==> src/rtl/inkbb_pkg.sv <==
`timescale 1ns / 1ps
package inkbb_pkg;

	localparam int MAX_WIDTH  = 4096;
	localparam int MAX_HEIGHT = 4096;
	localparam int COL_W      = $clog2(MAX_WIDTH);
	localparam int ROW_W      = $clog2(MAX_HEIGHT);
	localparam int DIST_W     = (COL_W > ROW_W) ? COL_W : ROW_W;
	localparam int DIM_W      = 13;
	localparam int THR_W      = 9;
	localparam int SCALE_W    = 24;
	localparam int MARGIN_W   = 18;
	localparam int FRAC_SHIFT = 12;
	localparam int PROD_W     = DIST_W + SCALE_W;
	localparam int VAL_W      = PROD_W - FRAC_SHIFT;
	localparam int FIFO_DEPTH = 4;
	localparam int FIFO_AW    = $clog2(FIFO_DEPTH);
	localparam int CFG_IDX_W  = 3;
	localparam int CFG_DATA_W = 24;
	localparam int LANES      = 4;
	localparam logic [MARGIN_W-1:0] MARGIN_MAX = '1;

	typedef enum logic [CFG_IDX_W-1:0] {
		CFG_DARK_THRESHOLD = 3'd0,
		CFG_IMAGE_WIDTH    = 3'd1,
		CFG_IMAGE_HEIGHT   = 3'd2,
		CFG_SCALE_X        = 3'd3,
		CFG_SCALE_Y        = 3'd4,
		CFG_KEEP_MARGIN    = 3'd5
	} cfg_idx_t;

	typedef struct packed {
		logic [7:0] grey;
		logic       new_set;
	} in_t;

	typedef struct packed {
		logic [MARGIN_W-1:0] margin_left;
		logic [MARGIN_W-1:0] margin_right;
		logic [MARGIN_W-1:0] margin_top;
		logic [MARGIN_W-1:0] margin_bottom;
		logic                blank_page;
		logic [MARGIN_W-1:0] common_left;
		logic [MARGIN_W-1:0] common_right;
		logic [MARGIN_W-1:0] common_top;
		logic [MARGIN_W-1:0] common_bottom;
		logic                common_valid;
	} out_t;

	typedef struct packed {
		logic [THR_W-1:0]    dark_threshold;
		logic [DIM_W-1:0]    image_width;
		logic [DIM_W-1:0]    image_height;
		logic [SCALE_W-1:0]  scale_x;
		logic [SCALE_W-1:0]  scale_y;
		logic [MARGIN_W-1:0] keep_margin;
	} cfg_t;

	typedef struct packed {
		logic [COL_W-1:0] wm1;
		logic [ROW_W-1:0] hm1;
	} geom_t;

	typedef struct packed {
		logic             clear;
		logic             ink_found;
		logic [COL_W-1:0] left;
		logic [COL_W-1:0] right;
		logic [ROW_W-1:0] top;
		logic [ROW_W-1:0] bottom;
	} page_rec_t;

endpackage

==> src/rtl/inkbb_front.sv <==
`timescale 1ns / 1ps
module inkbb_front (
	input  logic               clk,
	input  logic               arst_n,
	input  logic               in_valid,
	output logic               in_stall,
	input  inkbb_pkg::in_t     in_data,
	input  inkbb_pkg::cfg_t    cfg,
	input  logic               fifo_full,
	output logic               push,
	output inkbb_pkg::page_rec_t rec,
	output inkbb_pkg::geom_t   geom
);
	import inkbb_pkg::*;

	logic [COL_W-1:0] column_q, left_q, right_q;
	logic [ROW_W-1:0] row_q, top_q, bottom_q;
	logic             found_q, clr_q;

	logic             accept, ink, page_end, row_end;
	logic [COL_W-1:0] left_n, right_n;
	logic [ROW_W-1:0] top_n, bottom_n;
	logic             found_n;

	// effective geometry, last column and last row index
	always_comb begin
		if (cfg.image_width == '0) begin
			geom.wm1 = '0;
		end else if (32'(cfg.image_width) > MAX_WIDTH) begin
			geom.wm1 = COL_W'(MAX_WIDTH - 1);
		end else begin
			geom.wm1 = COL_W'(cfg.image_width - 1'b1);
		end
		if (cfg.image_height == '0) begin
			geom.hm1 = '0;
		end else if (32'(cfg.image_height) > MAX_HEIGHT) begin
			geom.hm1 = ROW_W'(MAX_HEIGHT - 1);
		end else begin
			geom.hm1 = ROW_W'(cfg.image_height - 1'b1);
		end
	end

	assign in_stall = fifo_full;
	assign accept   = in_valid && !fifo_full;
	assign ink      = {1'b0, in_data.grey} < cfg.dark_threshold;
	assign row_end  = column_q >= geom.wm1;
	assign page_end = row_end && (row_q >= geom.hm1);

	always_comb begin
		left_n   = left_q;
		right_n  = right_q;
		top_n    = top_q;
		bottom_n = bottom_q;
		found_n  = found_q;
		if (ink) begin
			found_n = 1'b1;
			if (!found_q) begin
				left_n   = column_q;
				right_n  = column_q;
				top_n    = row_q;
				bottom_n = row_q;
			end else begin
				if (column_q < left_q)  left_n   = column_q;
				if (column_q > right_q) right_n  = column_q;
				if (row_q < top_q)      top_n    = row_q;
				if (row_q > bottom_q)   bottom_n = row_q;
			end
		end
	end

	assign push          = accept && page_end;
	assign rec.clear     = clr_q || in_data.new_set;
	assign rec.ink_found = found_n;
	assign rec.left      = left_n;
	assign rec.right     = right_n;
	assign rec.top       = top_n;
	assign rec.bottom    = bottom_n;

	always_ff @(posedge clk or negedge arst_n) begin
		if (!arst_n) begin
			column_q <= '0;
			row_q    <= '0;
			left_q   <= '0;
			right_q  <= '0;
			top_q    <= '0;
			bottom_q <= '0;
			found_q  <= 1'b0;
			clr_q    <= 1'b0;
		end else if (accept) begin
			if (page_end) begin
				column_q <= '0;
				row_q    <= '0;
				left_q   <= '0;
				right_q  <= '0;
				top_q    <= '0;
				bottom_q <= '0;
				found_q  <= 1'b0;
				clr_q    <= 1'b0;
			end else begin
				if (row_end) begin
					column_q <= '0;
					row_q    <= row_q + 1'b1;
				end else begin
					column_q <= column_q + 1'b1;
				end
				left_q   <= left_n;
				right_q  <= right_n;
				top_q    <= top_n;
				bottom_q <= bottom_n;
				found_q  <= found_n;
				clr_q    <= clr_q || in_data.new_set;
			end
		end
	end

endmodule

==> src/rtl/inkbb_fifo.sv <==
`timescale 1ns / 1ps
module inkbb_fifo (
	input  logic                 clk,
	input  logic                 arst_n,
	input  logic                 push,
	input  inkbb_pkg::page_rec_t wdata,
	output logic                 full,
	input  logic                 pop,
	output logic                 empty,
	output inkbb_pkg::page_rec_t rdata
);
	import inkbb_pkg::*;

	page_rec_t        mem_q [FIFO_DEPTH];
	logic [FIFO_AW-1:0] wptr_q, rptr_q;
	logic [FIFO_AW:0]   count_q;

	assign full  = count_q == (FIFO_AW+1)'(FIFO_DEPTH);
	assign empty = count_q == '0;
	assign rdata = mem_q[rptr_q];

	always_ff @(posedge clk) begin
		if (push) begin
			mem_q[wptr_q] <= wdata;
		end
	end

	always_ff @(posedge clk or negedge arst_n) begin
		if (!arst_n) begin
			wptr_q  <= '0;
			rptr_q  <= '0;
			count_q <= '0;
		end else begin
			if (push) wptr_q <= wptr_q + 1'b1;
			if (pop)  rptr_q <= rptr_q + 1'b1;
			case ({push, pop})
				2'b10:   count_q <= count_q + 1'b1;
				2'b01:   count_q <= count_q - 1'b1;
				default: count_q <= count_q;
			endcase
		end
	end

endmodule

==> src/rtl/inkbb_back.sv <==
`timescale 1ns / 1ps
module inkbb_back (
	input  logic                 clk,
	input  logic                 arst_n,
	input  logic                 fifo_empty,
	input  inkbb_pkg::page_rec_t fifo_rdata,
	output logic                 fifo_pop,
	input  inkbb_pkg::geom_t     geom,
	input  inkbb_pkg::cfg_t      cfg,
	output logic                 out_valid,
	input  logic                 out_stall,
	output inkbb_pkg::out_t      out_data
);
	import inkbb_pkg::*;

	logic                en;
	logic                v1_s1, v2_s2, v3_s3, out_valid_q;
	logic                clr_s1, clr_s2, clr_s3;
	logic                fnd_s1, fnd_s2, fnd_s3;
	logic [DIST_W-1:0]   dist_s1 [LANES];
	logic [VAL_W-1:0]    val_s2  [LANES];
	logic [MARGIN_W-1:0] mar_s3  [LANES];
	logic [MARGIN_W-1:0] com_q   [LANES];
	logic                seen_q;
	out_t                out_q;

	logic [DIST_W-1:0]   dist_c  [LANES];
	logic [SCALE_W-1:0]  scale_c [LANES];
	logic [PROD_W-1:0]   prod_c  [LANES];
	logic [MARGIN_W-1:0] mar_c   [LANES];
	logic [VAL_W-1:0]    diff_c  [LANES];
	logic [MARGIN_W-1:0] base_c  [LANES];
	logic [MARGIN_W-1:0] com_c   [LANES];
	logic                seen_b, seen_c, nz_c;

	assign en       = !out_valid_q || !out_stall;
	assign fifo_pop = en && !fifo_empty;

	// blank distances per side: left, right, top, bottom
	always_comb begin
		dist_c[0] = DIST_W'(fifo_rdata.left);
		dist_c[1] = (fifo_rdata.right < geom.wm1) ?
		            DIST_W'(geom.wm1 - fifo_rdata.right) : '0;
		dist_c[2] = DIST_W'(fifo_rdata.top);
		dist_c[3] = (fifo_rdata.bottom < geom.hm1) ?
		            DIST_W'(geom.hm1 - fifo_rdata.bottom) : '0;
		scale_c[0] = cfg.scale_x;
		scale_c[1] = cfg.scale_x;
		scale_c[2] = cfg.scale_y;
		scale_c[3] = cfg.scale_y;
	end

	always_comb begin
		for (int i = 0; i < LANES; i++) begin
			prod_c[i] = PROD_W'(dist_s1[i]) * PROD_W'(scale_c[i]);
			diff_c[i] = val_s2[i] - VAL_W'(cfg.keep_margin);
			if (val_s2[i] <= VAL_W'(cfg.keep_margin)) begin
				mar_c[i] = '0;
			end else if (diff_c[i] > VAL_W'(MARGIN_MAX)) begin
				mar_c[i] = MARGIN_MAX;
			end else begin
				mar_c[i] = diff_c[i][MARGIN_W-1:0];
			end
			if (!fnd_s2) mar_c[i] = '0;
		end
	end

	// running per-side minimum over the set
	always_comb begin
		seen_b = seen_q && !clr_s3;
		nz_c   = 1'b0;
		for (int i = 0; i < LANES; i++) begin
			base_c[i] = clr_s3 ? '0 : com_q[i];
			nz_c      = nz_c || (mar_s3[i] != '0);
		end
		for (int i = 0; i < LANES; i++) begin
			com_c[i] = base_c[i];
			if (nz_c && (!seen_b || mar_s3[i] < base_c[i])) com_c[i] = mar_s3[i];
		end
		seen_c = seen_b || nz_c;
	end

	always_ff @(posedge clk) begin
		if (en) begin
			clr_s1 <= fifo_rdata.clear;
			fnd_s1 <= fifo_rdata.ink_found;
			clr_s2 <= clr_s1;
			fnd_s2 <= fnd_s1;
			clr_s3 <= clr_s2;
			fnd_s3 <= fnd_s2;
			for (int i = 0; i < LANES; i++) begin
				dist_s1[i] <= dist_c[i];
				val_s2[i]  <= prod_c[i][PROD_W-1:FRAC_SHIFT];
				mar_s3[i]  <= mar_c[i];
			end
			out_q.margin_left   <= mar_s3[0];
			out_q.margin_right  <= mar_s3[1];
			out_q.margin_top    <= mar_s3[2];
			out_q.margin_bottom <= mar_s3[3];
			out_q.blank_page    <= !fnd_s3;
			out_q.common_left   <= com_c[0];
			out_q.common_right  <= com_c[1];
			out_q.common_top    <= com_c[2];
			out_q.common_bottom <= com_c[3];
			out_q.common_valid  <= seen_c;
		end
	end

	always_ff @(posedge clk or negedge arst_n) begin
		if (!arst_n) begin
			v1_s1       <= 1'b0;
			v2_s2       <= 1'b0;
			v3_s3       <= 1'b0;
			out_valid_q <= 1'b0;
			seen_q      <= 1'b0;
			for (int i = 0; i < LANES; i++) com_q[i] <= '0;
		end else if (en) begin
			v1_s1       <= !fifo_empty;
			v2_s2       <= v1_s1;
			v3_s3       <= v2_s2;
			out_valid_q <= v3_s3;
			if (v3_s3) begin
				seen_q <= seen_c;
				for (int i = 0; i < LANES; i++) com_q[i] <= com_c[i];
			end
		end
	end

	assign out_valid = out_valid_q;
	assign out_data  = out_q;

endmodule

==> src/rtl/ink_bbox_margin_detector.sv <==
`timescale 1ns / 1ps
// Ink bounding-box margin detector. Takes one 8-bit grey pixel per cycle when not
// stalled, in raster order, and tracks the ink bounding box; each page result leaves
// through a four-stage back pipeline (distance, Q12.12 multiply, keep-margin clamp,
// set minimum). Page records wait in a four-entry queue between the pixel scanner
// and that pipeline, so the input stalls only while the queue is full, which happens
// when the output has been stalled long enough; with the output free the block
// sustains one pixel per cycle even for one-pixel pages.
module ink_bbox_margin_detector (
	input  logic                                 clk,
	input  logic                                 arst_n,
	input  logic                                 in_valid,
	output logic                                 in_stall,
	input  inkbb_pkg::in_t                       in_data,
	output logic                                 out_valid,
	input  logic                                 out_stall,
	output inkbb_pkg::out_t                      out_data,
	input  logic                                 cfg_valid,
	output logic                                 cfg_ready,
	input  logic [inkbb_pkg::CFG_IDX_W-1:0]      cfg_index,
	input  logic [inkbb_pkg::CFG_DATA_W-1:0]     cfg_data
);
	import inkbb_pkg::*;

	cfg_t      cfg_q;
	geom_t     geom;
	page_rec_t wrec, rrec;
	logic      push, pop, full, empty;

	assign cfg_ready = 1'b1;

	always_ff @(posedge clk or negedge arst_n) begin
		if (!arst_n) begin
			cfg_q.dark_threshold <= THR_W'(128);
			cfg_q.image_width    <= DIM_W'(4096);
			cfg_q.image_height   <= DIM_W'(4096);
			cfg_q.scale_x        <= SCALE_W'(65536);
			cfg_q.scale_y        <= SCALE_W'(65536);
			cfg_q.keep_margin    <= '0;
		end else if (cfg_valid && cfg_ready) begin
			case (cfg_index)
				CFG_DARK_THRESHOLD: cfg_q.dark_threshold <= cfg_data[THR_W-1:0];
				CFG_IMAGE_WIDTH:    cfg_q.image_width    <= cfg_data[DIM_W-1:0];
				CFG_IMAGE_HEIGHT:   cfg_q.image_height   <= cfg_data[DIM_W-1:0];
				CFG_SCALE_X:        cfg_q.scale_x        <= cfg_data[SCALE_W-1:0];
				CFG_SCALE_Y:        cfg_q.scale_y        <= cfg_data[SCALE_W-1:0];
				CFG_KEEP_MARGIN:    cfg_q.keep_margin    <= cfg_data[MARGIN_W-1:0];
				default:            cfg_q                <= cfg_q;
			endcase
		end
	end

	inkbb_front u_front (
		.clk       (clk),
		.arst_n    (arst_n),
		.in_valid  (in_valid),
		.in_stall  (in_stall),
		.in_data   (in_data),
		.cfg       (cfg_q),
		.fifo_full (full),
		.push      (push),
		.rec       (wrec),
		.geom      (geom)
	);

	inkbb_fifo u_fifo (
		.clk    (clk),
		.arst_n (arst_n),
		.push   (push),
		.wdata  (wrec),
		.full   (full),
		.pop    (pop),
		.empty  (empty),
		.rdata  (rrec)
	);

	inkbb_back u_back (
		.clk        (clk),
		.arst_n     (arst_n),
		.fifo_empty (empty),
		.fifo_rdata (rrec),
		.fifo_pop   (pop),
		.geom       (geom),
		.cfg        (cfg_q),
		.out_valid  (out_valid),
		.out_stall  (out_stall),
		.out_data   (out_data)
	);

endmodule

==> config.mk <==
export PLATFORM = sky130hd
export DESIGN_NAME = ink_bbox_margin_detector
export DESIGN_NICKNAME = d
export VERILOG_FILES = /design/src/rtl/inkbb_pkg.sv /design/src/rtl/inkbb_front.sv /design/src/rtl/inkbb_fifo.sv /design/src/rtl/inkbb_back.sv /design/src/rtl/ink_bbox_margin_detector.sv
export SDC_FILE = /design/constraint.sdc
export NUM_CORES = 2
export LEC_CHECK = 0
export BUFFER_PORTS_ARGS = -buffer_cell sky130_fd_sc_hd__buf_2
export CAP_MARGIN = 25
export CORE_AREA = 2 2 408 410
export DETAILED_ROUTE_END_ITERATION = 10
export DIE_AREA = 0 0 410 412
export MAX_ROUTING_LAYER = met4
export PLACE_DENSITY = 0.63
export SETUP_SLACK_MARGIN = 0.15
export SYNTH_ARGS = -nofsm -noshare
export SYNTH_HDL_FRONTEND = slang
export SYNTH_SLANG_ARGS = --single-unit
export TNS_END_PERCENT = 20
==> constraint.sdc <==
create_clock -name clk -period 19.2 [get_ports clk]
set_input_delay 1.92 -clock clk [delete_from_list [all_inputs] [get_ports clk]]
set_output_delay 1.92 -clock clk [all_outputs]
set_load 0.02 [all_outputs]
; ---- Yosys cells after proc, flatten, opt, wreduce, memory -nomap -nowiden
; Memory sizes are Yosys's and may differ from the RTL's.
; Cells that the tools add are included.
; W data, S select, Z words.
[op_classes]
multipliers = 4
reduce_logical = 44
muxes = 54
n_eq_ne = 8
order_cmp = 23
add_sub_neg = 14
[ops]
columns = op, count
row1 = $mux W18, 20
row2 = $mux W12, 26
row3 = $mul A12 B24 Y36, 4
row4 = $gt A24 B18 Y1 const B, 4
row5 = $le A24 B18 Y1, 4
row6 = $sub A24 B18 Y24, 4
row7 = $lt A18 B18 Y1, 4
row8 = $reduce_bool A18 Y1, 4
row9 = $lt A12 B12 Y1, 4
row10 = $gt A13 B13 Y1 const B, 2
row11 = $logic_not A13 Y1, 2
row12 = $add A12 B1 Y12 const B, 2
row13 = $ge A12 B12 Y1, 2
row14 = $gt A12 B12 Y1, 2
row15 = $sub A12 B1 Y12 const B, 2
row16 = $sub A12 B12 Y12, 2
row17 = $reduce_and A2 Y1, 8
row18 = $logic_or A1 B1 Y1, 10
row19 = $eq A3 B3 Y1 const B, 3
row20 = $logic_and A1 B1 Y1, 9
row21 = $lt A8 B9 Y1, 1
row22 = $logic_not A1 Y1, 7
row23 = $mux W1, 7
row24 = $eq A3 B2 Y1 const B, 2
row25 = other kinds (9), 12
[word_totals]
in_bits = 41
wordCells = 193
output_inout_bits = 149
mem_bits_rw = 416
register_bits = 411
n_memories = 4
[mem_list]
columns = memory, depth, width, rd, rd_ports_with_merged_regs, wr, line
row1 = u_fifo.mem_q, 4, 50, 1, 0, 1, inkbb_fifo.sv:14  ; page_rec_t mem_q [FIFO_DEPTH];
row2 = u_back.val_s2, 4, 24, 4, 0, 4, inkbb_back.sv:21  ; logic [VAL_W-1:0] val_s2 [LANES];
row3 = u_back.mar_s3, 4, 18, 4, 0, 4, inkbb_back.sv:22  ; logic [MARGIN_W-1:0] mar_s3 [LANES];
row4 = u_back.dist_s1, 4, 12, 4, 0, 4, inkbb_back.sv:20  ; logic [DIST_W-1:0] dist_s1 [LANES];

; ---- Longest topological paths before layout
[logic_depth]
ltp_word = 8
mapped_depth = 28
mapped_depth_nobuf = 25

; ---- Hierarchy
; Synthesis repeated with hierarchy kept, for this count alone.
[hier_totals]
cells_unflattened = 7234
hier_area_um2 = 75020.7
[modules_own_cells]
columns = mod, cells_each, area_each_um2, n_inst, seq_area_each_um2
row1 = inkbb_back, 5942, 56967.1, 1, 12977.4
row2 = inkbb_fifo, 299, 7673.6, 1, 6180.9
row3 = inkbb_front, 774, 6565.0, 1, 1851.8
row4 = ink_bbox_margin_detector, 219, 3814.9, 1, 2533.7

; ---- Worst setup path after synthesis
; Ideal clock, no wire load.
[synth_timing]
path_type = input -> register
startpoint = input out_stall
endpoint = register u_fifo.count_q[2]
path_buffers = 0
setup_ns = 0.079
stages = 8
arrival_time_ns = 11.645
slack_ns = 7.475
required_time_ns = 19.121
path_cell_list = nand2_1 > o31a_1 > ha_1 > inv_1 > fa_1 > xor2_1 > nor2_1 > xor2_1
[synth_via]
elab_chain_cells = 5
elab_cells_between_ends = 7
classes_between = 2 x eq/ne / 1 x mux / 4 x reduce/logical
[synth_rtl]
columns = item, line
row1 = from (decl), ink_bbox_margin_detector.sv:16  ; input logic out_stall,
row2 = $logic_not A1 Y1 *, inkbb_back.sv:36  ; assign en = !out_valid_q || !out_stall;
row3 = $logic_or A1 B1 Y1 *, inkbb_back.sv:36
row4 = $logic_and A1 B1 Y1 *, inkbb_back.sv:37  ; assign fifo_pop = en && !fifo_empty;
row5 = named net pop, ink_bbox_margin_detector.sv:28  ; logic push, pop, full, empty;
row6 = $eq A2 B1 Y1 or $eq A2 B2 Y1 (tied branches), inkbb_fifo.sv:36  ; case ({push, pop})
row7 = $pmux W3 S2 or $reduce_bool A2 Y1 (tied branches), --
row8 = to (signal assigned), inkbb_fifo.sv:37  ; 2'b10: count_q <= count_q + 1'b1;
row9 = to (signal assigned), inkbb_fifo.sv:38  ; 2'b01: count_q <= count_q - 1'b1;
row10 = to (signal assigned), inkbb_fifo.sv:39  ; default: count_q <= count_q;
row11 = to (decl), inkbb_fifo.sv:16  ; logic [FIFO_AW:0] count_q;
; The timed path passes the listed nets; every way through them passes the cells marked *.
; A chain may end at the register's enable or synchronous reset.

==> PnR_summary.wiki <==
{| class="wikitable"
! Metric !! Value
|-
| Insertion delay to the later sink of the worst-skew pair || 0.72 ns
|-
| Synthesized area per cell || 10.3 sq um
|-
| Average via count per standard cell || 5.32
|-
| Multi-input combinational cell area || 44,400 sq um
|-
| Initial antenna violation count || 12
|-
| Seq cells post-synth || 827
|-
| CTS-repair resized insts || 0
|-
| Weighted congestion at the end of routability-driven global placement || 0.920
|-
| Cells after Synth || 7,132
|-
| Buffer levels on the longest clock path || 3
|-
| CTS Buf Count || 90
|-
| CTS H-tree lvls || 3
|-
| # fillers || 15,000
|-
| Final max-slew violation count || 0
|-
| Post-cts hold buffer count || 0
|-
| CTS sink cnt || 827
|-
| Maximum number of pins on one net before global-route repair || 175
|-
| Layout cells sized above 1 || 0.0873
|-
| Most frequently used cell type in the post-synthesis netlist || inv_1
|-
| Synth-to-layout area growth || 8.89%
|-
| Number of global-route vias before repair || 52,400
|-
| Synthesized netlist net count || 8,586
|-
| Hold worst-path end || u_back.fnd_s2
|-
| Die Area || 169,000 sq um
|-
| Post-route clock skew || 0.0380 ns
|-
| Post-synthesis sequential area ratio || 0.319
|-
| Net count, final || 8,638
|-
| Post-synthesis cell type with the largest combined area || fa_1
|-
| Post-synth EDFFs || 568
|-
| Number of standard-cell rows in the floorplan || 149
|-
| Crit share post-route || 0.371
|-
| First-pass GRT wire length || 292 mm
|-
| Number of post-CTS setup repair buffers || 0
|-
| Setup TNS after final layout || 0 ns
|-
| Final critical delay including setup and external delays || 7.11 ns
|-
| Root buf cell || clkbuf_16
|-
| Average routed wire per standard cell || 19.1 um
|-
| Number of violations of the max-capacitance limit || 0
|-
| FF-to-FF path depth || 20
|-
| Number of DRC markers after the initial detailed-route iteration || 3,574
|-
| Count of nets left with antenna violations after detail routing || 0
|-
| Syn. warnings || 0
|-
| Reg-to-Reg End || u_back.val_s2[3][23]
|-
| Critical path start-end classification || flip-flop to flip-flop
|-
| Storage element area || 23,500 sq um
|-
| Residual DRC count || 0
|-
| Number of I/O pins || 190
|-
| Clock transition at the registers of the reported paths || 0.06 ns
|-
| Kind of launch point of the worst setup path || flip-flop
|-
| Chip height || 412 um
|-
| Crit Reg-Reg Startpoint || u_back.dist_s1[3][3]
|-
| Detail Placement HPWL || 136 mm
|-
| Crit end category || flip-flop
|-
| Slack of the worst reg-to-reg path || 12.09 ns
|-
| Core outline area || 164,000 sq um
|-
| Total gr overflow || 0
|-
| First-pass detailed-route iteration total || 6
|-
| Final-report setup violation count || 0
|-
| Die Width || 410 um
|-
| Hold Startpoint || u_back.fnd_s1
|-
| GRT Overall Usage || 0.225
|-
| Cells taking the most area after synthesis || fa_1 24%, edfxtp_1 23%, ha_1 9.0%
|-
| Status || completed
|-
| Ys async rst share || 0.313
|-
| TritonCTS clock tree || done
|-
| Worst Hold Path Cells || 0
|-
| Worst Tran Pin Value || 1.16 ns
|-
| Port bufs || 188
|-
| Post-synthesis cell area || 73,700 sq um
|-
| Rel. slew slack || 0.226
|-
| Top cell types by occurrence after synthesis || 1,222 x inv_1, 1,098 x nand2_1, 883 x fa_1
|-
| Path type of the worst min-delay path || flip-flop to flip-flop
|-
| Maximum clock frequency || 141 MHz
|-
| Number of hold violations in the final report || 0
|-
| Most common flop cell mapped by yosys || edfxtp_1
|-
| Arrival time at the worst endpoint || 7.56 ns
|-
| Number of different library cells in the post-synthesis netlist || 86
|-
| CP max FO || 24
|-
| Routed wire length || 181 mm
|-
| Starting Density || 0.449
|-
| Unrepaired setup endpoints after global routing || false
|-
| Required time at the endpoint of the critical path || 19.65 ns
|-
| Total vias in the final route || 50,300
|-
| Proportion of netlist area held by the largest area contributor || 0.240
|}
-- flip-flops by register name (all words and copies together) (netlist names), 2 cells and up --
register / cells
u_front.bottom_q: 12
u_fifo.rptr_q: 2
u_fifo.mem_q: 200
u_fifo.wptr_q: 2
cfg_q: 101
u_back.mar_s3: 72
u_back.out_data: 146
u_front.left_q: 12
u_back.dist_s1: 48
u_front.top_q: 12
u_front.row_q: 12
u_back.val_s2: 96
u_front.right_q: 12
u_front.column_q: 12
u_back.com_q: 72
u_fifo.count_q: 3
-- cell usage in the layout, fill, tap and decap left out, types with 13 or more instances in the layout --
| cell | n |
|---|---|
| a211oi_1 | 17 |
| o21ai_1 | 45 |
| or3_1 | 16 |
| nand2_1 | 1097 |
| o21ai_0 | 162 |
| nand2b_1 | 52 |
| o211ai_1 | 16 |
| o21bai_1 | 13 |
| buf_2 | 187 |
| o21a_1 | 68 |
| xor2_1 | 63 |
| nor3_1 | 66 |
| nand4_1 | 47 |
| xnor2_1 | 108 |
| clkbuf_1 | 20 |
| clkbuf_16 | 92 |
| dfrtp_1 | 252 |
| a21oi_1 | 206 |
| a31oi_1 | 23 |
| nor2b_1 | 42 |
| o31ai_1 | 14 |
| mux2i_1 | 92 |
| nor2_1 | 242 |
| fa_1 | 883 |
| and3_1 | 32 |
| inv_1 | 1222 |
| nor4_1 | 27 |
| clkinv_2 | 17 |
| a21o_1 | 138 |
| mux4_2 | 50 |
| buf_4 | 62 |
| nand3_1 | 67 |
| a32o_1 | 18 |
| a22o_1 | 37 |
| and2_1 | 329 |
| ha_1 | 530 |
| edfxtp_1 | 568 |
| mux2_2 | 126 |
-- cell families (layout without fill, tap and decap cells) --
group | Yosys count | in the layout | synth area share
AOI/OAI and AO/OA | 850 | 850 | 0.0754
muxes | 269 | 269 | 0.0472
other | 1 | 7 | 0.0000509
xor gates and xnor gates | 171 | 171 | 0.0203
adders and majority gates | 1413 | 1413 | 0.330
DFF | 827 | 827 | 0.319
buffers and inverters | 1529 | 1659 | 0.0784
and+or+nand+nor | 2072 | 2072 | 0.129
-- worst max-delay path by stage --
stage                         start                   end  slack [ns]  depth (start not counted)
3_5_place_dp   u_back.dist_s1[3][3]  u_back.val_s2[3][23]       12.11                         20
5_1_grt        u_back.dist_s1[3][4]  u_back.val_s2[3][23]       11.68                         20
6_report       u_back.dist_s1[3][3]  u_back.val_s2[3][23]       12.09                         20
3_3_place_gp              cfg_q[23]  u_back.val_s2[3][23]       12.25                         20
4_1_cts        u_back.dist_s1[3][3]  u_back.val_s2[3][23]       12.13                         20
2_1_floorplan             out_stall     u_fifo.count_q[2]        7.48                          8
-- routing by layer --
layer | GRT usage | part of all wire | vias to the layer above | wire length, um
li1 | - | - | 23200 | -
met1 | 0.303 | 0.45 | 25300 | 80800
met2 | 0.348 | 0.46 | 1531 | 82500
met3 | 0.0406 | 0.067 | 293 | 12200
met4 | 0.0677 | 0.030 | 0 | 5430
met5 | - | 0 | - | 0
-- worst max-delay path, cell delays in order, from the launching register on --
cell	delay, ns
edfxtp_1	0.94
nand2_1	0.21
fa_1	0.56
fa_1	0.53
inv_1	0.05
ha_1	0.27
inv_1	0.05
fa_1	0.48
inv_1	0.05
fa_1	0.46
ha_1	0.33
a2111oi_0	0.38
o21ai_1	0.13
a221oi_1	0.65
o221ai_1	0.40
a22oi_1	0.62
o211ai_1	0.20
a21oi_1	0.23
o21bai_1	0.12
a21oi_1	0.19
xnor2_1	0.08
-- layout make-up --
cell class / instances / area share
Antenna cell: 6 / 0.000187
Inverter: 1223 / 0.0572
Multi-Input combinational cell: 4776 / 0.554
Sequential cell: 827 / 0.293
Timing Repair Buffer: 266 / 0.0224
Clock buffer: 118 / 0.0307
Tap cell: 2189 / 0.0341
Clock inverter: 52 / 0.00837
-- metrics by stage --
stage / hold slack [ns] / cells / utilization / instance area, sq um / setup WS, ns
2_1_floorplan: 0.400 / 7132 / - / 73700 / 7.48
3_3_place_gp: 0.407 / 9264 / 0.467 / 76700 / 12.25
3_5_place_dp: 0.414 / 9271 / 0.468 / 76900 / 12.11
4_1_cts: 0.427 / 9441 / 0.487 / 80000 / 12.13
5_1_grt: 0.451 / 9456 / 0.489 / 80200 / 11.68
6_report: 0.435 / 9457 / 0.489 / 80200 / 12.09
Power is not shown: default switching activity piles up to over one toggle a cycle in this logic, so the estimate is an artifact.
